**src/sv/assert_macros.svh**
```systemverilog
// Assertion macros shared by the sprite row decoder RTL.
// Each macro expects signals named clk and rst in the scope where it is used.
`ifndef ASSERT_MACROS_SVH
`define ASSERT_MACROS_SVH

// The consequent must hold in the same cycle as the antecedent.
`define SPRD_ASSERT_SAME(lbl, ante, cons, msg) \
  lbl: assert property (@(posedge clk) disable iff (rst) (ante) |-> (cons)) \
    else $error(msg);

// The consequent must hold in the cycle after the antecedent.
`define SPRD_ASSERT_NEXT(lbl, ante, cons, msg) \
  lbl: assert property (@(posedge clk) disable iff (rst) (ante) |=> (cons)) \
    else $error(msg);

`endif

```
**src/sv/sprd_pkg.sv**
```systemverilog
// Shared types and constants for the sprite run-length row decoder.
// No dependencies; imported by sprd_step and the top level.
package sprd_pkg;

  typedef enum logic [2:0] {
    REG_CODING_MODE = 3'd0,
    REG_ROW_WIDTH   = 3'd1,
    REG_ROW_COUNT   = 3'd2,
    REG_LEFT_MARGIN = 3'd3,
    REG_TOP_MARGIN  = 3'd4
  } cfg_reg_t;

  localparam logic [1:0] MODE_RAW        = 2'd0;
  localparam logic [1:0] MODE_PAIR       = 2'd1;
  localparam logic [1:0] MODE_PACKED     = 2'd2;
  localparam logic [1:0] MODE_PACKED_ALT = 2'd3;

  localparam logic [7:0] PAIR_LITERAL_TYPE   = 8'hFF;
  localparam logic [2:0] PACKED_LITERAL_KIND = 3'd7;

  // Segment header state carried from byte to byte.
  typedef struct packed {
    logic [7:0] held_type;
    logic [8:0] literals_left;
    logic       type_pending;
    logic       finished;
  } hdr_state_t;

  // Result flags of one decode step.
  typedef struct packed {
    logic produce;
    logic done;
  } step_flags_t;

endpackage

```
**src/sv/sprd_step.sv**
```systemverilog
// One decode step: header decode, run clipping and row/image end handling.
// Pure combinational; uses sprd_pkg for header state and flag structs.
module sprd_step
  import sprd_pkg::*;
#(
  parameter int COORD_BITS = 12
) (
  input  logic [1:0]            coding_mode,
  input  logic [COORD_BITS-1:0] row_width,
  input  logic [COORD_BITS-1:0] row_count,
  input  logic [COORD_BITS-1:0] left_margin,
  input  logic [COORD_BITS-1:0] top_margin,
  input  logic [7:0]            data_byte,
  input  logic [COORD_BITS:0]   col_pos,
  input  logic [COORD_BITS-1:0] row_pos,
  input  hdr_state_t            hdr,
  output logic [COORD_BITS:0]   col_pos_next,
  output logic [COORD_BITS-1:0] row_pos_next,
  output hdr_state_t            hdr_next,
  output step_flags_t           flags,
  output logic [COORD_BITS:0]   pos_x,
  output logic [COORD_BITS:0]   pos_y,
  output logic [8:0]            run_count,
  output logic [7:0]            pixel_value
);

  localparam int PW = COORD_BITS + 1;

  logic          place;
  logic [8:0]    run_len;
  hdr_state_t    hdr_dec;
  logic          in_row;
  logic [PW-1:0] width_ext;
  logic [PW-1:0] room;
  logic [PW-1:0] len_ext;
  logic [PW-1:0] cnt_wide;
  logic [PW-1:0] col_after;
  logic          last_row;

  always_comb begin
    hdr_dec     = hdr;
    place       = 1'b0;
    run_len     = 9'd1;
    pixel_value = data_byte;
    if (hdr.finished) begin
      place = 1'b0;
    end else if (hdr.literals_left != 9'd0) begin
      hdr_dec.literals_left = hdr.literals_left - 9'd1;
      place = 1'b1;
    end else begin
      unique case (coding_mode)
        MODE_RAW: begin
          place = 1'b1;
        end
        MODE_PAIR: begin
          if (!hdr.type_pending) begin
            hdr_dec.held_type    = data_byte;
            hdr_dec.type_pending = 1'b1;
          end else begin
            hdr_dec.type_pending = 1'b0;
            if (hdr.held_type == PAIR_LITERAL_TYPE) begin
              hdr_dec.literals_left = {1'b0, data_byte} + 9'd1;
            end else begin
              place       = 1'b1;
              run_len     = {1'b0, data_byte} + 9'd1;
              pixel_value = hdr.held_type;
            end
          end
        end
        MODE_PACKED, MODE_PACKED_ALT: begin
          if (data_byte[7:5] == PACKED_LITERAL_KIND) begin
            hdr_dec.literals_left = {4'd0, data_byte[4:0]} + 9'd1;
          end else begin
            place       = 1'b1;
            run_len     = {4'd0, data_byte[4:0]} + 9'd1;
            pixel_value = {5'd0, data_byte[7:5]};
          end
        end
        default: begin
          place = 1'b0;
        end
      endcase
    end
  end

  assign width_ext = PW'(row_width);
  assign in_row    = col_pos < width_ext;
  assign room      = width_ext - col_pos;
  assign len_ext   = PW'(run_len);
  assign cnt_wide  = (len_ext < room) ? len_ext : room;
  assign col_after = (place && in_row) ? (col_pos + cnt_wide) : col_pos;
  assign last_row  = (PW'(row_pos) + PW'(1)) >= PW'(row_count);

  always_comb begin
    hdr_next      = hdr_dec;
    col_pos_next  = col_after;
    row_pos_next  = row_pos;
    flags.produce = place && in_row;
    flags.done    = 1'b0;
    if (place && (col_after >= width_ext)) begin
      if (last_row) begin
        hdr_next.finished      = 1'b1;
        hdr_next.literals_left = 9'd0;
        hdr_next.type_pending  = 1'b0;
        flags.done             = in_row;
      end else if (hdr_dec.literals_left == 9'd0) begin
        col_pos_next = '0;
        row_pos_next = row_pos + COORD_BITS'(1);
      end
    end
  end

  assign run_count     = cnt_wide[8:0];
  assign pos_x         = PW'(left_margin) + col_pos;
  assign pos_y         = PW'(top_margin) + PW'(row_pos);

endmodule

```
**src/sv/sprite_rle_row_decoder.sv**
```systemverilog
// Top level of the sprite run-length row decoder.
// Depends on sprd_pkg, sprd_step and assert_macros.svh.
//
// Usage: compressed row bytes enter on the in_valid/in_ready channel, one
// byte per transfer, and pixel runs leave on the out_valid/out_ready channel.
// Each run gives a margin-adjusted start position, a length of 1 to 256 and
// a palette index; image_done marks the run that completes the last row.
// Header bytes, clipped literals and bytes after the image end give no run.
// Configuration is written through cfg_write/cfg_index/cfg_data while idle.
// A transferred byte is held in the input register and decoded from there; its
// run is captured in the result register when the byte leaves the input register.
// Throughput is one byte per cycle unless a run waits on a stalled receiver.
// The decode between the input and result registers is combinational; the
// column, row and header state registers are updated once per byte.
// When the receiver stalls, the result register holds its run and the input
// register still takes one more byte; a byte that would produce a run waits
// there until the result register frees, while bytes giving no run pass on.
// Reset (rst, synchronous) clears the valid flags and decode state and sets
// the registers to raw mode, one pixel by one row, zero margins.
module sprite_rle_row_decoder
  import sprd_pkg::*;
#(
  parameter int COORD_BITS = 12
) (
  input  logic                  clk,
  input  logic                  rst,
  input  logic                  cfg_write,
  input  logic [2:0]            cfg_index,
  input  logic [COORD_BITS-1:0] cfg_data,
  input  logic                  in_valid,
  output logic                  in_ready,
  input  logic [7:0]            data_byte,
  output logic                  out_valid,
  input  logic                  out_ready,
  output logic [COORD_BITS:0]   pos_x,
  output logic [COORD_BITS:0]   pos_y,
  output logic [8:0]            run_count,
  output logic [7:0]            pixel_value,
  output logic                  image_done
);

  `include "assert_macros.svh"

  logic [1:0]            coding_mode;
  logic [COORD_BITS-1:0] row_width;
  logic [COORD_BITS-1:0] row_count;
  logic [COORD_BITS-1:0] left_margin;
  logic [COORD_BITS-1:0] top_margin;

  logic [COORD_BITS:0]   col_pos;
  logic [COORD_BITS-1:0] row_pos;
  hdr_state_t            hdr;

  logic                  s1_valid;
  logic [7:0]            s1_byte;
  logic                  s1_fire;

  logic [COORD_BITS:0]   col_pos_next;
  logic [COORD_BITS-1:0] row_pos_next;
  hdr_state_t            hdr_next;
  step_flags_t           flags;
  logic [COORD_BITS:0]   res_x;
  logic [COORD_BITS:0]   res_y;
  logic [8:0]            res_count;
  logic [7:0]            res_value;

  sprd_step #(
    .COORD_BITS(COORD_BITS)
  ) u_step (
    .coding_mode (coding_mode),
    .row_width   (row_width),
    .row_count   (row_count),
    .left_margin (left_margin),
    .top_margin  (top_margin),
    .data_byte   (s1_byte),
    .col_pos     (col_pos),
    .row_pos     (row_pos),
    .hdr         (hdr),
    .col_pos_next(col_pos_next),
    .row_pos_next(row_pos_next),
    .hdr_next    (hdr_next),
    .flags       (flags),
    .pos_x       (res_x),
    .pos_y       (res_y),
    .run_count   (res_count),
    .pixel_value (res_value)
  );

  assign s1_fire  = s1_valid && (!flags.produce || !out_valid || out_ready);
  assign in_ready = !s1_valid || s1_fire;

  always_ff @(posedge clk) begin
    if (rst) begin
      coding_mode <= MODE_RAW;
      row_width   <= COORD_BITS'(1);
      row_count   <= COORD_BITS'(1);
      left_margin <= '0;
      top_margin  <= '0;
    end else if (cfg_write) begin
      unique case (cfg_index)
        REG_CODING_MODE: coding_mode <= cfg_data[1:0];
        REG_ROW_WIDTH:   row_width   <= cfg_data;
        REG_ROW_COUNT:   row_count   <= cfg_data;
        REG_LEFT_MARGIN: left_margin <= cfg_data;
        REG_TOP_MARGIN:  top_margin  <= cfg_data;
        default: begin
        end
      endcase
    end
  end

  always_ff @(posedge clk) begin
    if (rst) begin
      s1_valid <= 1'b0;
    end else if (in_valid && in_ready) begin
      s1_valid <= 1'b1;
    end else if (s1_fire) begin
      s1_valid <= 1'b0;
    end
  end

  always_ff @(posedge clk) begin
    if (in_valid && in_ready) begin
      s1_byte <= data_byte;
    end
  end

  always_ff @(posedge clk) begin
    if (rst) begin
      col_pos <= '0;
      row_pos <= '0;
      hdr     <= '0;
    end else if (s1_fire) begin
      col_pos <= col_pos_next;
      row_pos <= row_pos_next;
      hdr     <= hdr_next;
    end
  end

  always_ff @(posedge clk) begin
    if (rst) begin
      out_valid <= 1'b0;
    end else if (s1_fire && flags.produce) begin
      out_valid <= 1'b1;
    end else if (out_ready) begin
      out_valid <= 1'b0;
    end
  end

  always_ff @(posedge clk) begin
    if (s1_fire && flags.produce) begin
      pos_x       <= res_x;
      pos_y       <= res_y;
      run_count   <= res_count;
      pixel_value <= res_value;
      image_done  <= flags.done;
    end
  end

  `SPRD_ASSERT_NEXT(a_finished_sticky, hdr.finished, hdr.finished,
                    "finished flag cleared without reset")
  `SPRD_ASSERT_SAME(a_done_implies_finished, out_valid && image_done, hdr.finished,
                    "image_done shown while the image is not finished")
  `SPRD_ASSERT_SAME(a_stall_from_output, s1_valid && !in_ready,
                    out_valid && !out_ready && flags.produce,
                    "input stalled without a blocked result")

endmodule

```
**config.mk**
```make
export PLATFORM = sky130hd
export DESIGN_NAME = sprite_rle_row_decoder
export DESIGN_NICKNAME = d
export VERILOG_FILES = /design/src/sv/sprd_pkg.sv /design/src/sv/sprd_step.sv /design/src/sv/sprite_rle_row_decoder.sv
export VERILOG_INCLUDE_DIRS = /design/src /design/src/sv
export SDC_FILE = /design/constraint.sdc
export NUM_CORES = 1
export LEC_CHECK = 0
export CORE_MARGIN = 2
export CORE_UTILIZATION = 65
export DETAILED_ROUTE_END_ITERATION = 10
export DONT_BUFFER_PORTS = 1
export GPL_TIMING_DRIVEN = 1
export PLACE_DENSITY_LB_ADDON = 0.08
export SLEW_MARGIN = 5
export SYNTH_ARGS = -nofsm -noshare
export SYNTH_HDL_FRONTEND = slang
export SYNTH_HIERARCHICAL = 1
export SYNTH_SLANG_ARGS = --single-unit
```
**constraint.sdc**
```tcl
create_clock -name clk -period 8.58 [get_ports clk]
set_clock_uncertainty 0.1 [all_clocks]
set_input_delay 0.858 -clock clk [delete_from_list [all_inputs] [get_ports clk]]
set_output_delay 0.858 -clock clk [all_outputs]
set_load 0.02 [all_outputs]
```
==> reports/results.tsv <==
metric	value	unit
grt_max_degree	142	
cts_resized	0	
synth_top_family_by_area	simple AND/OR/NAND/NOR gates	
crit_required	8.83	ns
fin_hold_ws	0.353	ns
wirelength	24700	um
yosysMostFrequentCell	nand2_1	
routedWlPerCell	17.9	um
synth-compound-area-share	14.6	%
slowest_delay	0.63	ns
status	complete, no violations	
grt_setup_unrepaired	false	
arrival	8.30	ns
crit_path_start_kind	flop	
tns	0	ns
gp_congestion	0.953	
path_max_fanout	23	
final_core_util	69.6	%
cts_setup_buffers	0	
synth_cells	1175	
critPathKind	reg2reg	
io_pins	74	
fmax	0.124	GHz
end_kind	flop	
grt_overflow	0	
die_h	130	um
yosysSeqAreaShare	33.8	%
coreArea	15700	um2
final_hold_viol_count	0	
dpl_cell_area	10300	um2
grt_pass1_vias	7572	
fp.dieW	130	um
vdd_drop_max	442	uV
first_pass_iters	5	
ys_seq_elements	148	
num_rows	46	
root_buffer	clkbuf_16	
synth_top_cells_by_area	dfxtp_1, edfxtp_1, ha_1	
slew_headroom	25.2	%
maxCapViolCount	0	
yosys.area.top_type	dfxtp_1	
drt-initial-drc-count	713	
critical_path.slowest_cell	or4b_1	
tightest_slew	1.12	ns
powerDensity	333	nW/um2
synth_edf_count	52	
synth_flop_cell	dfxtp_1	
finalSetupViolations	0	
postCtsHoldBufs	0	
layout.nets	1265	
clk_latency	0.43	ns
grt_pass1_wl	39200	um
dpl.hpwl	17900	um
asyncSetResetFlopFracSynth	0	%
synth_top_area_share	18.6	%
avgSynthCellArea	8.77	um2
yosys_warnings	6	
crit_path_frequent_cell	ha_1	
start_util	65.6	%
netlist_area	10300	um2
fin_area	10900	um2
synthSimpleGateAreaFrac	23.3	%
synth_mux_area_share	6.87	%
cts_buffer_depth	2	
finalCritPeriodShare	93.8	%
cts_tree	done	
track_usage	29.6	%
remaining_drc_errors	0	
antenna_found_initial	0	
antenna_left	0	
synth-xor-area-share	5.27	%
cts_max_level	4	
maxSlewViolCount	0	
p_leak	4.27	nW
hp-class	reg2reg	
synth_fa_ha_area_share	11.0	%
via_count	8349	
yosys-top-cells-count	nand2_1, dfxtp_1, nand2b_1	
numCtsBuffers	17	
synth_cell_type_count	84	
clock-sinks	148	
clkTransAtPathRegs	0.06	ns
antenna_cells	0	
period_minus_slack	8.05	ns
port_buffers	0	
viasPerCell	6.06	
drive_gt1_share	6.20	%
area_growth	6.03	%
dieArea	16900	um2
worst paths after layout:
path	start	end	slack [ns]	cells past startpoint
max	hdr[2]$_SDFFE_PP0P_	row_pos[0]$_SDFFE_PP0P_	0.53	32
min	row_count[11]$_SDFFE_PP0P_	row_count[11]$_SDFFE_PP0P_	0.35	2
max reg2reg	hdr[2]$_SDFFE_PP0P_	row_pos[0]$_SDFFE_PP0P_	0.53	32
min reg2reg	row_count[11]$_SDFFE_PP0P_	row_count[11]$_SDFFE_PP0P_	0.35	2
cell type report:
cell class | instances | area, um2
clock buffers | 23 | 479
clock inverters | 9 | 92.6
fillers | 1309 | 4780
inverters | 68 | 255
multi-input cells | 910 | 6320
flip-flops and latches | 148 | 3480
well taps | 216 | 270
repair buffers | 4 | 30.0
per-layer routing:
layer / wire length (um) / global-route usage, % / part of all wire, %
met4: 518 / 9.23 / 2.1
met3: 1590 / 5.49 / 6.4
met5: 0 / 0 / 0
met2: 11200 / 47.2 / 45
met1: 11400 / 40.9 / 46
worst max-delay path: cells and delay by family, from the launching register on:
| kind | cells | cell delay [ns] |
|---|---|---|
| buffers and inverters | 2 | 0.47 |
| AOI/OAI and AO/OA | 11 | 2.61 |
| and+or+nand+nor | 10 | 2.34 |
| xor gates and xnor gates | 2 | 0.24 |
| adders and majority gates | 4 | 1.01 |
| DFF | 1 | 0.35 |
| muxes | 3 | 0.86 |
through the flow:
stage	std cells	total power, W	setup slack (ns)
5_1_grt	1378	0.00386	0.0128
6_report	1378	0.00364	0.529
3_5_place_dp	1346	0.00287	0.487
3_3_place_gp	1346	0.00286	0.713
2_1_floorplan	1177	0.00256	1.99
4_1_cts	1378	0.00361	0.410
cells in the final DEF, fill, tap and decap left out, drive strengths merged, types with 6 or more instances in the layout:
cell type,n
a211oi,9
a21boi,14
a21o,10
a21oi,94
a31oi,8
and3,7
clkbuf,23
dfxtp,96
edfxtp,52
ha,84
inv,73
mux2,14
mux2i,55
nand2,159
nand2b,96
nand3,30
nand4,7
nor2,58
nor2b,12
nor3,21
nor3b,6
nor4,14
o211ai,6
o21a,11
o21ai,35
o21bai,6
or2,8
or3,6
xnor2,40
xor2,22
kinds of logic (layout without fill, tap and decap cells):
kind of cell / count (synthesis) / count (layout)
fa+ha+maj: 88 / 88
flops: 148 / 148
other cells: 1 / 3
mux: 69 / 69
xor+xnor: 62 / 62
buf+inv: 119 / 104
compound gates: 236 / 236
simple gates: 452 / 452
sequential cells by signal, indices dropped and copies added (netlist names), 9 cells and up:
signal and cells:
hdr 19, col_pos 13, pos_x 13, pos_y 13, left_margin 12, row_count 12
row_pos 12, row_width 12, top_margin 12, run_count 9
report_power, final:
group	internal, W	total (W)	switching (W)
combinational	0.000622	0.00191	0.00129
sequential	0.000848	0.000998	0.000150
clock	0.000428	0.000730	0.000301
total	0.00190	0.00364	0.00174
No activity file was read; power rests on OpenSTA's default activity.
